`config.mk`:
```
export PLATFORM = sky130hd
export DESIGN_NAME = peak_hold_level_meter
export DESIGN_NICKNAME = d
export VERILOG_FILES = /design/src/sv/phlm_pkg.sv /design/src/sv/phlm_front.sv /design/src/sv/phlm_queue.sv /design/src/sv/phlm_back.sv /design/src/sv/peak_hold_level_meter.sv
export VERILOG_INCLUDE_DIRS = /design/src /design/src/sv
export SDC_FILE = /design/constraint.sdc
export NUM_CORES = 2
export LEC_CHECK = 0
export ABC_CLOCK_PERIOD_IN_PS = 8000
export BUFFER_PORTS_ARGS = -buffer_cell sky130_fd_sc_hd__buf_2
export CORE_MARGIN = 5
export CORE_UTILIZATION = 29
export CTS_BUF_LIST = sky130_fd_sc_hd__clkbuf_8
export CTS_CLUSTER_DIAMETER = 200
export DETAILED_ROUTE_END_ITERATION = 7
export GPL_ROUTABILITY_DRIVEN = 0
export PLACE_DENSITY = 0.51
export SLEW_MARGIN = 30
export SYNTH_ARGS = -nofsm -noshare
export SYNTH_HDL_FRONTEND = slang
export SYNTH_SLANG_ARGS = --single-unit
```
`constraint.sdc`:
```
create_clock -name clk -period 8 [get_ports clk]
set_input_delay 0.4 -clock clk [delete_from_list [all_inputs] [get_ports clk]]
set_output_delay 0.4 -clock clk [all_outputs]
set_load 0.02 [all_outputs]
```
`src/sv/peak_hold_level_meter_defines.svh`:
```
// assertion macros shared by the meter modules
`ifndef PEAK_HOLD_LEVEL_METER_DEFINES_SVH
`define PEAK_HOLD_LEVEL_METER_DEFINES_SVH

// antecedent implies consequent in the same cycle
`define PHLM_ASSERT_IMP(label, ante, cons) \
  label: assert property (@(posedge clk) disable iff (!rst_n) (ante) |-> (cons)) \
    else $error("meter check failed");

// condition holds at every edge out of reset
`define PHLM_ASSERT_ALWAYS(label, expr) \
  label: assert property (@(posedge clk) disable iff (!rst_n) (expr)) \
    else $error("meter check failed");

`endif

```
`src/sv/phlm_pkg.sv`:
```
// shared types and constants of the peak-hold level meter
`default_nettype none

package phlm_pkg;

  localparam int QUEUE_DEPTH = 2;

  localparam logic ACT_SAMPLE = 1'b0;
  localparam logic ACT_TICK   = 1'b1;

  localparam logic [1:0] REG_MIN_DB     = 2'd0;
  localparam logic [1:0] REG_MAX_DB     = 2'd1;
  localparam logic [1:0] REG_HOLD_TICKS = 2'd2;

  localparam logic [1:0] ZONE_NORMAL = 2'd0;
  localparam logic [1:0] ZONE_WARN   = 2'd1;
  localparam logic [1:0] ZONE_CRIT   = 2'd2;

  localparam logic signed [15:0] DB_ZERO_GAIN = -16'sd15360;
  localparam logic signed [15:0] DB_FLOOR_LOG = -16'sd25600;
  localparam logic signed [15:0] STEP_FIRST   = 16'sd128;
  localparam logic signed [15:0] STEP_ONGOING = 16'sd77;
  localparam logic signed [15:0] ZONE_CRIT_DB = -16'sd1536;
  localparam logic signed [15:0] ZONE_WARN_DB = -16'sd3072;

  localparam logic signed [15:0] MIN_DB_RESET     = -16'sd15360;
  localparam logic signed [15:0] MAX_DB_RESET     = 16'sd0;
  localparam logic [9:0]         HOLD_TICKS_RESET = 10'd45;

  // 20*log10(2) in Q16
  localparam int LOG2_DB_Q16 = 394566;
  localparam int FRAC_BITS   = 16;
  localparam int POS_BITS    = 11;
  localparam logic [22:0] MARKER_SCALE = 23'd100;

  typedef struct packed {
    logic               action;
    logic signed [15:0] db;
  } qword_t;

  typedef struct packed {
    logic signed [15:0] min_db;
    logic signed [15:0] max_db;
    logic [9:0]         hold_ticks;
  } cfg_t;

endpackage

`default_nettype wire

```
`src/sv/phlm_front.sv`:
```
// front end: accepts words and converts gain samples to dB
`default_nettype none

module phlm_front (
  input  wire logic            clk,
  input  wire logic            rst_n,
  input  wire logic            push,
  output logic                 full,
  input  wire logic            in_action,
  input  wire logic [15:0]     in_level,
  output logic                 q_push,
  output phlm_pkg::qword_t     q_wdata,
  input  wire logic            q_full
);

  typedef enum logic [2:0] {
    S_IDLE,
    S_LOG,
    S_MUL,
    S_RND,
    S_PUSH
  } state_t;

  state_t             state_r;
  logic [3:0]         e_r;
  logic [15:0]        m_r;
  logic [15:0]        frac_r;
  logic [3:0]         it_r;
  logic signed [40:0] prod_r;
  phlm_pkg::qword_t   word_r;

  logic [3:0]         msb;
  logic [31:0]        sq;
  logic [16:0]        sq_hi;
  logic signed [4:0]  e_off;
  logic signed [20:0] lg;
  logic [40:0]        mag;
  logic [40:0]        mag_rnd;
  logic [16:0]        rq;
  logic signed [17:0] rs;
  logic signed [15:0] db_rnd;

  always_comb begin
    msb = 4'd0;
    for (int i = 0; i < 16; i++) begin
      if (in_level[i]) begin
        msb = 4'(i);
      end
    end
  end

  assign sq    = 32'(m_r) * 32'(m_r);
  assign sq_hi = sq[31:15];
  assign e_off = $signed({1'b0, e_r}) - 5'sd15;
  assign lg    = {e_off, frac_r};

  assign mag     = prod_r[40] ? 41'(-prod_r) : 41'(prod_r);
  assign mag_rnd = mag + (41'd1 << 23);
  assign rq      = mag_rnd[40:24];

  always_comb begin
    rs = prod_r[40] ? -$signed({1'b0, rq}) : $signed({1'b0, rq});
    if (rs < 18'(phlm_pkg::DB_FLOOR_LOG)) begin
      db_rnd = phlm_pkg::DB_FLOOR_LOG;
    end else begin
      db_rnd = 16'(rs);
    end
  end

  assign full    = (state_r != S_IDLE);
  assign q_push  = (state_r == S_PUSH) && !q_full;
  assign q_wdata = word_r;

  always_ff @(posedge clk) begin
    if (!rst_n) begin
      state_r <= S_IDLE;
      it_r    <= 4'd0;
    end else begin
      case (state_r)
        S_IDLE: begin
          if (push) begin
            word_r.action <= in_action;
            word_r.db     <= phlm_pkg::DB_ZERO_GAIN;
            if (in_action == phlm_pkg::ACT_TICK || in_level == 16'd0) begin
              state_r <= S_PUSH;
            end else begin
              e_r     <= msb;
              m_r     <= in_level << (4'd15 - msb);
              frac_r  <= 16'd0;
              it_r    <= 4'd0;
              state_r <= S_LOG;
            end
          end
        end
        S_LOG: begin
          // one log2 fraction bit per squaring
          m_r    <= sq_hi[16] ? sq_hi[16:1] : sq_hi[15:0];
          frac_r <= {frac_r[14:0], sq_hi[16]};
          it_r   <= it_r + 4'd1;
          if (it_r == 4'(phlm_pkg::FRAC_BITS - 1)) begin
            state_r <= S_MUL;
          end
        end
        S_MUL: begin
          prod_r  <= $signed({{20{lg[20]}}, lg}) * $signed(41'(phlm_pkg::LOG2_DB_Q16));
          state_r <= S_RND;
        end
        S_RND: begin
          word_r.db <= db_rnd;
          state_r   <= S_PUSH;
        end
        S_PUSH: begin
          if (!q_full) begin
            state_r <= S_IDLE;
          end
        end
        default: begin
          state_r <= S_IDLE;
        end
      endcase
    end
  end

endmodule

`default_nettype wire

```
`src/sv/phlm_queue.sv`:
```
// short word queue between front and back end
`default_nettype none
`include "peak_hold_level_meter_defines.svh"

module phlm_queue #(
  parameter int QDEPTH = phlm_pkg::QUEUE_DEPTH
) (
  input  wire logic             clk,
  input  wire logic             rst_n,
  input  wire logic             q_push,
  input  wire phlm_pkg::qword_t q_wdata,
  output logic                  q_full,
  input  wire logic             q_pop,
  output phlm_pkg::qword_t      q_rdata,
  output logic                  q_empty
);

  localparam int AW = (QDEPTH > 1) ? $clog2(QDEPTH) : 1;
  localparam int CW = $clog2(QDEPTH + 1);

  phlm_pkg::qword_t mem_r [QDEPTH];
  logic [AW-1:0]    wr_ptr_r;
  logic [AW-1:0]    rd_ptr_r;
  logic [CW-1:0]    cnt_r;

  logic do_push;
  logic do_pop;

  assign q_full  = (cnt_r == CW'(QDEPTH));
  assign q_empty = (cnt_r == '0);
  assign do_push = q_push && !q_full;
  assign do_pop  = q_pop && !q_empty;
  assign q_rdata = mem_r[rd_ptr_r];

  always_ff @(posedge clk) begin
    if (do_push) begin
      mem_r[wr_ptr_r] <= q_wdata;
    end
  end

  always_ff @(posedge clk) begin
    if (!rst_n) begin
      wr_ptr_r <= '0;
      rd_ptr_r <= '0;
      cnt_r    <= '0;
    end else begin
      if (do_push) begin
        wr_ptr_r <= (wr_ptr_r == AW'(QDEPTH - 1)) ? '0 : wr_ptr_r + AW'(1);
      end
      if (do_pop) begin
        rd_ptr_r <= (rd_ptr_r == AW'(QDEPTH - 1)) ? '0 : rd_ptr_r + AW'(1);
      end
      if (do_push && !do_pop) begin
        cnt_r <= cnt_r + CW'(1);
      end else if (do_pop && !do_push) begin
        cnt_r <= cnt_r - CW'(1);
      end
    end
  end

  `PHLM_ASSERT_IMP(a_no_overflow, q_push, !q_full)
  `PHLM_ASSERT_IMP(a_no_underflow, q_pop, !q_empty)

endmodule

`default_nettype wire

```
`src/sv/phlm_back.sv`:
```
// back end: level state update, bar positions and result register
`default_nettype none
`include "peak_hold_level_meter_defines.svh"

module phlm_back (
  input  wire logic             clk,
  input  wire logic             rst_n,
  input  wire phlm_pkg::cfg_t   cfg,
  input  wire phlm_pkg::qword_t q_rdata,
  input  wire logic             q_empty,
  output logic                  q_pop,
  output logic signed [15:0]    out_current_db,
  output logic signed [15:0]    out_peak_db,
  output logic [10:0]           out_bar_position,
  output logic [10:0]           out_peak_position,
  output logic [1:0]            out_zone,
  output logic                  out_peak_marker_on,
  output logic                  empty,
  input  wire logic             pop
);

  typedef enum logic [1:0] {
    B_IDLE,
    B_PREP,
    B_DIV,
    B_OUT
  } state_t;

  state_t             state_r;
  logic signed [15:0] cur_r;
  logic signed [15:0] peak_r;
  logic [9:0]         hold_r;
  logic [15:0]        den_r;
  logic [16:0]        rc_r;
  logic [16:0]        rp_r;
  logic [10:0]        qc_r;
  logic [10:0]        qp_r;
  logic [3:0]         cnt_r;
  logic               rng_ok_r;
  logic               marker_r;

  logic               out_valid_r;
  logic signed [15:0] out_cur_r;
  logic signed [15:0] out_peak_r;
  logic [10:0]        out_bar_r;
  logic [10:0]        out_ppos_r;
  logic [1:0]         out_zone_r;
  logic               out_marker_r;

  logic signed [16:0] p_first;
  logic signed [16:0] p_ongo;
  logic               rng_ok;
  logic signed [15:0] dc;
  logic signed [15:0] dp;
  logic [15:0]        nc;
  logic [15:0]        np;
  logic [15:0]        den;
  logic [16:0]        rcx;
  logic [16:0]        rpx;
  logic               gc;
  logic               gp;
  logic [1:0]         zone;
  logic               load_out;

  assign q_pop = (state_r == B_IDLE) && !q_empty;

  assign p_first = 17'(peak_r) - 17'(phlm_pkg::STEP_FIRST);
  assign p_ongo  = 17'(peak_r) - 17'(phlm_pkg::STEP_ONGOING);

  always_comb begin
    rng_ok = (cfg.max_db > cfg.min_db);
    dc = (cur_r < cfg.min_db) ? cfg.min_db : ((cur_r > cfg.max_db) ? cfg.max_db : cur_r);
    dp = (peak_r < cfg.min_db) ? cfg.min_db : ((peak_r > cfg.max_db) ? cfg.max_db : peak_r);
    nc  = 16'(17'(dc) - 17'(cfg.min_db));
    np  = 16'(17'(dp) - 17'(cfg.min_db));
    den = 16'(17'(cfg.max_db) - 17'(cfg.min_db));
  end

  // first step compares without doubling: the quotient is at most full scale
  assign rcx = (cnt_r == 4'd0) ? rc_r : {rc_r[15:0], 1'b0};
  assign rpx = (cnt_r == 4'd0) ? rp_r : {rp_r[15:0], 1'b0};
  assign gc  = (rcx >= {1'b0, den_r});
  assign gp  = (rpx >= {1'b0, den_r});

  always_comb begin
    if (cur_r > phlm_pkg::ZONE_CRIT_DB) begin
      zone = phlm_pkg::ZONE_CRIT;
    end else if (cur_r > phlm_pkg::ZONE_WARN_DB) begin
      zone = phlm_pkg::ZONE_WARN;
    end else begin
      zone = phlm_pkg::ZONE_NORMAL;
    end
  end

  assign load_out = (state_r == B_OUT) && (!out_valid_r || pop);

  always_ff @(posedge clk) begin
    if (!rst_n) begin
      state_r     <= B_IDLE;
      cur_r       <= phlm_pkg::DB_ZERO_GAIN;
      peak_r      <= phlm_pkg::DB_ZERO_GAIN;
      hold_r      <= 10'd0;
      cnt_r       <= 4'd0;
      out_valid_r <= 1'b0;
    end else begin
      if (load_out) begin
        out_valid_r <= 1'b1;
      end else if (pop) begin
        out_valid_r <= 1'b0;
      end
      case (state_r)
        B_IDLE: begin
          if (!q_empty) begin
            state_r <= B_PREP;
            if (q_rdata.action == phlm_pkg::ACT_SAMPLE) begin
              cur_r <= q_rdata.db;
              if (q_rdata.db > peak_r) begin
                peak_r <= q_rdata.db;
                hold_r <= cfg.hold_ticks;
              end
            end else if (hold_r != 10'd0) begin
              hold_r <= hold_r - 10'd1;
              if (hold_r == 10'd1) begin
                peak_r <= (p_first > 17'(cur_r)) ? 16'(p_first) : cur_r;
              end
            end else if (peak_r > cur_r) begin
              peak_r <= (p_ongo > 17'(cur_r)) ? 16'(p_ongo) : cur_r;
            end
          end
        end
        B_PREP: begin
          rng_ok_r <= rng_ok;
          marker_r <= ({7'd0, np} * phlm_pkg::MARKER_SCALE) > {7'd0, den};
          den_r    <= den;
          rc_r     <= {1'b0, nc};
          rp_r     <= {1'b0, np};
          qc_r     <= 11'd0;
          qp_r     <= 11'd0;
          cnt_r    <= 4'd0;
          state_r  <= B_DIV;
        end
        B_DIV: begin
          rc_r  <= gc ? rcx - {1'b0, den_r} : rcx;
          rp_r  <= gp ? rpx - {1'b0, den_r} : rpx;
          qc_r  <= {qc_r[9:0], gc};
          qp_r  <= {qp_r[9:0], gp};
          cnt_r <= cnt_r + 4'd1;
          if (cnt_r == 4'(phlm_pkg::POS_BITS - 1)) begin
            state_r <= B_OUT;
          end
        end
        B_OUT: begin
          if (!out_valid_r || pop) begin
            state_r <= B_IDLE;
          end
        end
        default: begin
          state_r <= B_IDLE;
        end
      endcase
    end
  end

  always_ff @(posedge clk) begin
    if (load_out) begin
      out_cur_r    <= cur_r;
      out_peak_r   <= peak_r;
      out_bar_r    <= rng_ok_r ? qc_r : 11'd0;
      out_ppos_r   <= rng_ok_r ? qp_r : 11'd0;
      out_zone_r   <= zone;
      out_marker_r <= rng_ok_r && marker_r;
    end
  end

  assign empty              = !out_valid_r;
  assign out_current_db     = out_cur_r;
  assign out_peak_db        = out_peak_r;
  assign out_bar_position   = out_bar_r;
  assign out_peak_position  = out_ppos_r;
  assign out_zone           = out_zone_r;
  assign out_peak_marker_on = out_marker_r;

  `PHLM_ASSERT_ALWAYS(a_peak_ge_cur, peak_r >= cur_r)
  `PHLM_ASSERT_IMP(a_peak_pos_ge_bar, out_valid_r, out_ppos_r >= out_bar_r)
  `PHLM_ASSERT_IMP(a_marker_pos, out_valid_r && out_marker_r, out_ppos_r >= 11'd10)

endmodule

`default_nettype wire

```
`src/sv/peak_hold_level_meter.sv`:
```
// top level of the peak-hold level meter
`default_nettype none

// Peak-hold level meter. Each input word is a gain sample (in_action 0) or a
// display tick (in_action 1); each one returns exactly one result word with
// current and peak level in Q8.8 dB, bar positions, zone and marker flag.
// A sample passes the front end as accept, 16 squaring steps of the serial
// log2 unit, scaling multiply, rounding and hand-off; a tick or a zero gain
// goes from accept straight to hand-off, and no new word is accepted before
// hand-off. The back end takes each word through state update, range setup,
// 11 steps of the shared two-lane restoring divider and output load. A queue
// of QDEPTH words sits between front and back end; the result register lets
// the next word be accepted while a result waits. Registers: min_db at 0x0,
// max_db at 0x4, hold_ticks at 0x8; write them only while the block is idle.
module peak_hold_level_meter #(
  parameter int QDEPTH = phlm_pkg::QUEUE_DEPTH
) (
  input  wire logic               clk,
  input  wire logic               rst_n,
  input  wire logic               push,
  output logic                    full,
  input  wire logic               in_action,
  input  wire logic [15:0]        in_level,
  output logic                    empty,
  input  wire logic               pop,
  output logic signed [15:0]      out_current_db,
  output logic signed [15:0]      out_peak_db,
  output logic [10:0]             out_bar_position,
  output logic [10:0]             out_peak_position,
  output logic [1:0]              out_zone,
  output logic                    out_peak_marker_on,
  input  wire logic               psel,
  input  wire logic               penable,
  input  wire logic               pwrite,
  input  wire logic [3:0]         paddr,
  input  wire logic [31:0]        pwdata,
  output logic [31:0]             prdata,
  output logic                    pready
);

  phlm_pkg::cfg_t   cfg_r;
  logic             q_push;
  phlm_pkg::qword_t q_wdata;
  logic             q_full;
  logic             q_pop;
  phlm_pkg::qword_t q_rdata;
  logic             q_empty;
  logic             wr_en;

  assign pready = 1'b1;
  assign wr_en  = psel && penable && pwrite && pready;

  always_ff @(posedge clk) begin
    if (!rst_n) begin
      cfg_r.min_db     <= phlm_pkg::MIN_DB_RESET;
      cfg_r.max_db     <= phlm_pkg::MAX_DB_RESET;
      cfg_r.hold_ticks <= phlm_pkg::HOLD_TICKS_RESET;
    end else if (wr_en) begin
      case (paddr[3:2])
        phlm_pkg::REG_MIN_DB:     cfg_r.min_db     <= pwdata[15:0];
        phlm_pkg::REG_MAX_DB:     cfg_r.max_db     <= pwdata[15:0];
        phlm_pkg::REG_HOLD_TICKS: cfg_r.hold_ticks <= pwdata[9:0];
        default: begin
        end
      endcase
    end
  end

  always_comb begin
    case (paddr[3:2])
      phlm_pkg::REG_MIN_DB:     prdata = 32'(cfg_r.min_db);
      phlm_pkg::REG_MAX_DB:     prdata = 32'(cfg_r.max_db);
      phlm_pkg::REG_HOLD_TICKS: prdata = {22'd0, cfg_r.hold_ticks};
      default:                  prdata = 32'd0;
    endcase
  end

  phlm_front u_front (
    .clk       (clk),
    .rst_n     (rst_n),
    .push      (push),
    .full      (full),
    .in_action (in_action),
    .in_level  (in_level),
    .q_push    (q_push),
    .q_wdata   (q_wdata),
    .q_full    (q_full)
  );

  phlm_queue #(
    .QDEPTH (QDEPTH)
  ) u_queue (
    .clk     (clk),
    .rst_n   (rst_n),
    .q_push  (q_push),
    .q_wdata (q_wdata),
    .q_full  (q_full),
    .q_pop   (q_pop),
    .q_rdata (q_rdata),
    .q_empty (q_empty)
  );

  phlm_back u_back (
    .clk                (clk),
    .rst_n              (rst_n),
    .cfg                (cfg_r),
    .q_rdata            (q_rdata),
    .q_empty            (q_empty),
    .q_pop              (q_pop),
    .out_current_db     (out_current_db),
    .out_peak_db        (out_peak_db),
    .out_bar_position   (out_bar_position),
    .out_peak_position  (out_peak_position),
    .out_zone           (out_zone),
    .out_peak_marker_on (out_peak_marker_on),
    .empty              (empty),
    .pop                (pop)
  );

endmodule

`default_nettype wire

```
==> results.py <==
metrics = {
    "clock_tree": {
        "ctsLongestPathBuffers": 3,
        "cts_tree": "built",
        "clkTransAtPathRegs_ns": 0.06,
        "h-tree-depth": 3,
        "cts_root_buf": "clkbuf_8",
        "cts.sinks": 361,
        "numCtsBuffers": 74,
        "clk_latency_ns": 0.74,
    },
    "hold_path": {
        "worst_hold_path.endpoint": "u_front.m_r[0]",
        "holdPathStages": 3,
        "min_from": "in_level[0]",
        "hp-class": "in2reg",
    },
    "yosys": {
        "syn_inst": 4200,
        "seq_area_frac_synth_pct": 25.1,
        "synthDominantCellAreaShare_pct": 19.8,
        "syn-num-nets": 5082,
        "synth_cell_types": 90,
        "synth_ff_type": "edfxtp_1",
        "synth_area_um2": 39000,
        "synth_edf_count": 258,
        "avgSynthCellArea_um2": 9.30,
        "yosysWarnings": 0,
        "ys_seq_elements": 361,
        "yosys.area.top_type": "edfxtp_1",
        "synthArstFlopShare_pct": 0,
        "synth_area_leaders": "edfxtp_1 (20%), ha_1 (18%), fa_1 (14%), inv_1 (5.9%), dfxtp_1 (5.3%)",
    },
    "critical_path": {
        "path_delay_family": "adder cells",
        "worst-path-buf-inv": 4,
        "cp.required_ns": 8.47,
        "critPathMaxFanout": 4,
        "cp-start-kind": "flop",
        "reg2regPathDepth": 41,
        "path_common_cell": "ha_1",
        "cp_slowest_stage_delay_ns": 0.49,
        "rr_endpoint": "u_back.marker_r",
        "cp-end-kind": "flop",
        "slowest_stage": "fa_1",
        "reg2reg_from": "cfg_r[11]",
        "rrSetupSlack_ns": 0.39,
        "path_class": "reg2reg",
        "worstPathArrival_ns": 8.08,
    },
    "finish": {
        "nFillCells": 13900,
        "most-common-layout-cells": "inv_1 (631), ha_1 (552), nand2_1 (321), fa_1 (269), edfxtp_1 (258)",
        "mostFrequentLayoutCell": "inv_1",
        "ff_latch_area_um2": 9810,
        "final_nets": 5331,
        "area_growth_pct": 13.8,
        "utilization_pct": 33.3,
        "instances_no_fill": 6278,
        "multi_input_area_um2": 26400,
        "drive_above_1_share_pct": 12.0,
    },
    "route": {
        "route.detailed.drc": 0,
        "avgRoutedWirePerCell_um": 17.4,
        "avgViaCountPerCell": 4.77,
        "initialDrtViolationCount": 1772,
        "first_pass_iters": 6,
        "via_count": 30000,
        "antenna_left": 0,
        "wirelength_um": 110000,
    },
    "timing": {
        "grt_setup_unrepaired": "true",
        "max_freq_mhz": 131,
        "hold_ws_ns": 0.224,
        "fin_skew_ns": 0.0497,
        "setup_viol": 0,
        "min_period_ns": 7.61,
        "final_max_slew_viol_count": 0,
        "hold_viol": 0,
        "min_period_over_period_pct": 95.2,
        "tightestPinTransition_ns": 0.975,
        "maxSlewHeadroom_pct": 34.3,
        "fin_ws_ns": 0.387,
    },
    "floorplan": {
        "die_w_um": 377,
        "start_util_pct": 29.2,
        "die_area_um2": 142000,
        "core_um2": 134000,
        "io_pins": 152,
        "die_h_um": 377,
        "placementRows": 134,
    },
    "place": {
        "dp_hpwl_um": 88200,
        "io_buffer_count": 132,
        "placedCellCount": 6117,
        "dp_slack_ns": -0.0887,
    },
    "grt": {
        "antenna_found_initial": 13,
        "grt_first_pass_wirelength_um": 171000,
        "grt_usage_pct": 15.3,
        "grt_max_degree": 72,
        "grt_pass1_vias": 30200,
        "grt.overflow.total": 0,
    },
    "run": {
        "cap_violations": 0,
    },
    "outcome": {
        "outcome": "finished clean",
    },
}
-- how the worst max path moves through the flow --
stage / cells past startpoint / endpoint / from
global route: 41 / u_back.marker_r / cfg_r[11]
floorplan: 40 / u_back.marker_r / cfg_r[11]
global placement: 39 / u_back.marker_r / cfg_r[11]
finish: 41 / u_back.marker_r / cfg_r[11]
CTS: 40 / u_back.marker_r / cfg_r[11]
detailed placement: 38 / u_back.marker_r / cfg_r[19]
-- flip-flops by register name, summed over array words and instances (netlist names), 11 cells and up, named ones only --
name,flops
u_back.cur_r,16
u_front.q_wdata,17
u_back.rc_r,17
u_back.den_r,16
u_front.frac_r,16
u_front.m_r,16
u_queue.mem_r,34
u_back.peak_r,16
u_back.out_bar_position,11
u_back.qc_r,11
u_back.out_current_db,16
u_back.rp_r,17
u_back.out_peak_position,11
u_front.prod_r,40
cfg_r,42
u_back.out_peak_db,16
u_back.qp_r,11
-- through the flow --
stage               setup TNS, ns  cell area (um2)
global placement         -0.00836            42600
CTS                             0            44300
global route              -0.0793            44400
detailed placement        -0.0887            42700
finish                          0            44500
floorplan                       0            39100
-- final cells by class --
type	instances	share of cell area, %
clock buffer	78	2.41
sequential	361	22.1
inverter	620	5.24
clock inverter	56	0.957
antenna	3	0.0169
timing repair buffer	321	4.87
multi-input combinational	3071	59.5
tap	1768	4.98
-- worst min-delay path, stage by stage --
cell and delay (ns):
buf_2 0.13, nand3b_1 0.13, o22ai_1 0.10
-- routing by layer --
| metal | GRT usage, % | wire length (um) | vias up |
|---|---|---|---|
| met2 | 25.1 | 49700 | 659 |
| li1 | - | - | 15000 |
| met5 | 0 | 26 | - |
| met1 | 20.6 | 51000 | 14200 |
| met4 | 3.92 | 2590 | 4 |
| met3 | 3.10 | 6150 | 146 |
-- cell usage after synthesis, types with 10 or more instances --
cell / count
nand3_1: 62
nand4_1: 53
inv_1: 618
o21bai_1: 16
buf_4: 19
nand2b_1: 35
o22ai_1: 10
and3_1: 25
mux2_2: 50
nor2_1: 249
and2_1: 118
o21a_1: 38
dfxtp_1: 103
fa_1: 269
clkbuf_1: 118
xnor2_1: 155
a31oi_1: 30
a21oi_1: 221
nor3_1: 66
a21o_1: 80
nor2b_1: 45
o31ai_1: 29
xor2_1: 68
nand2_1: 322
or2_2: 16
o211ai_1: 27
a21boi_0: 21
mux2i_1: 99
o21ai_0: 182
or3_1: 11
o21ai_1: 10
edfxtp_1: 258
a211oi_1: 37
nor4_1: 17
ha_1: 553
-- cells by family (layout without fill, tap and decap cells) --
logic type	Yosys count	after routing	synth area share, %
AND/OR/NAND/NOR	1063	1063	13.3
multiplexers	150	150	4.02
other	1	4	0.00960
AO/OA/AOI/OAI	810	810	13.4
XOR/XNOR	224	224	5.04
buffers and inverters	768	1075	7.60
adder cells (fa/ha/maj)	823	823	31.5
flip-flops	361	361	25.1
-- repair_timing --
action | CTS | global route
endpoints found under the hold margin | 44 | 0
setup buffers | 0 | 5
hold buffers | 18 | 0
resized for setup | 5 | 21
endpoints found under the setup margin | 1 | 15
pin swaps | 0 | 11
Power is not shown: default switching activity piles up to over one toggle a cycle in this logic, so the estimate is an artifact.
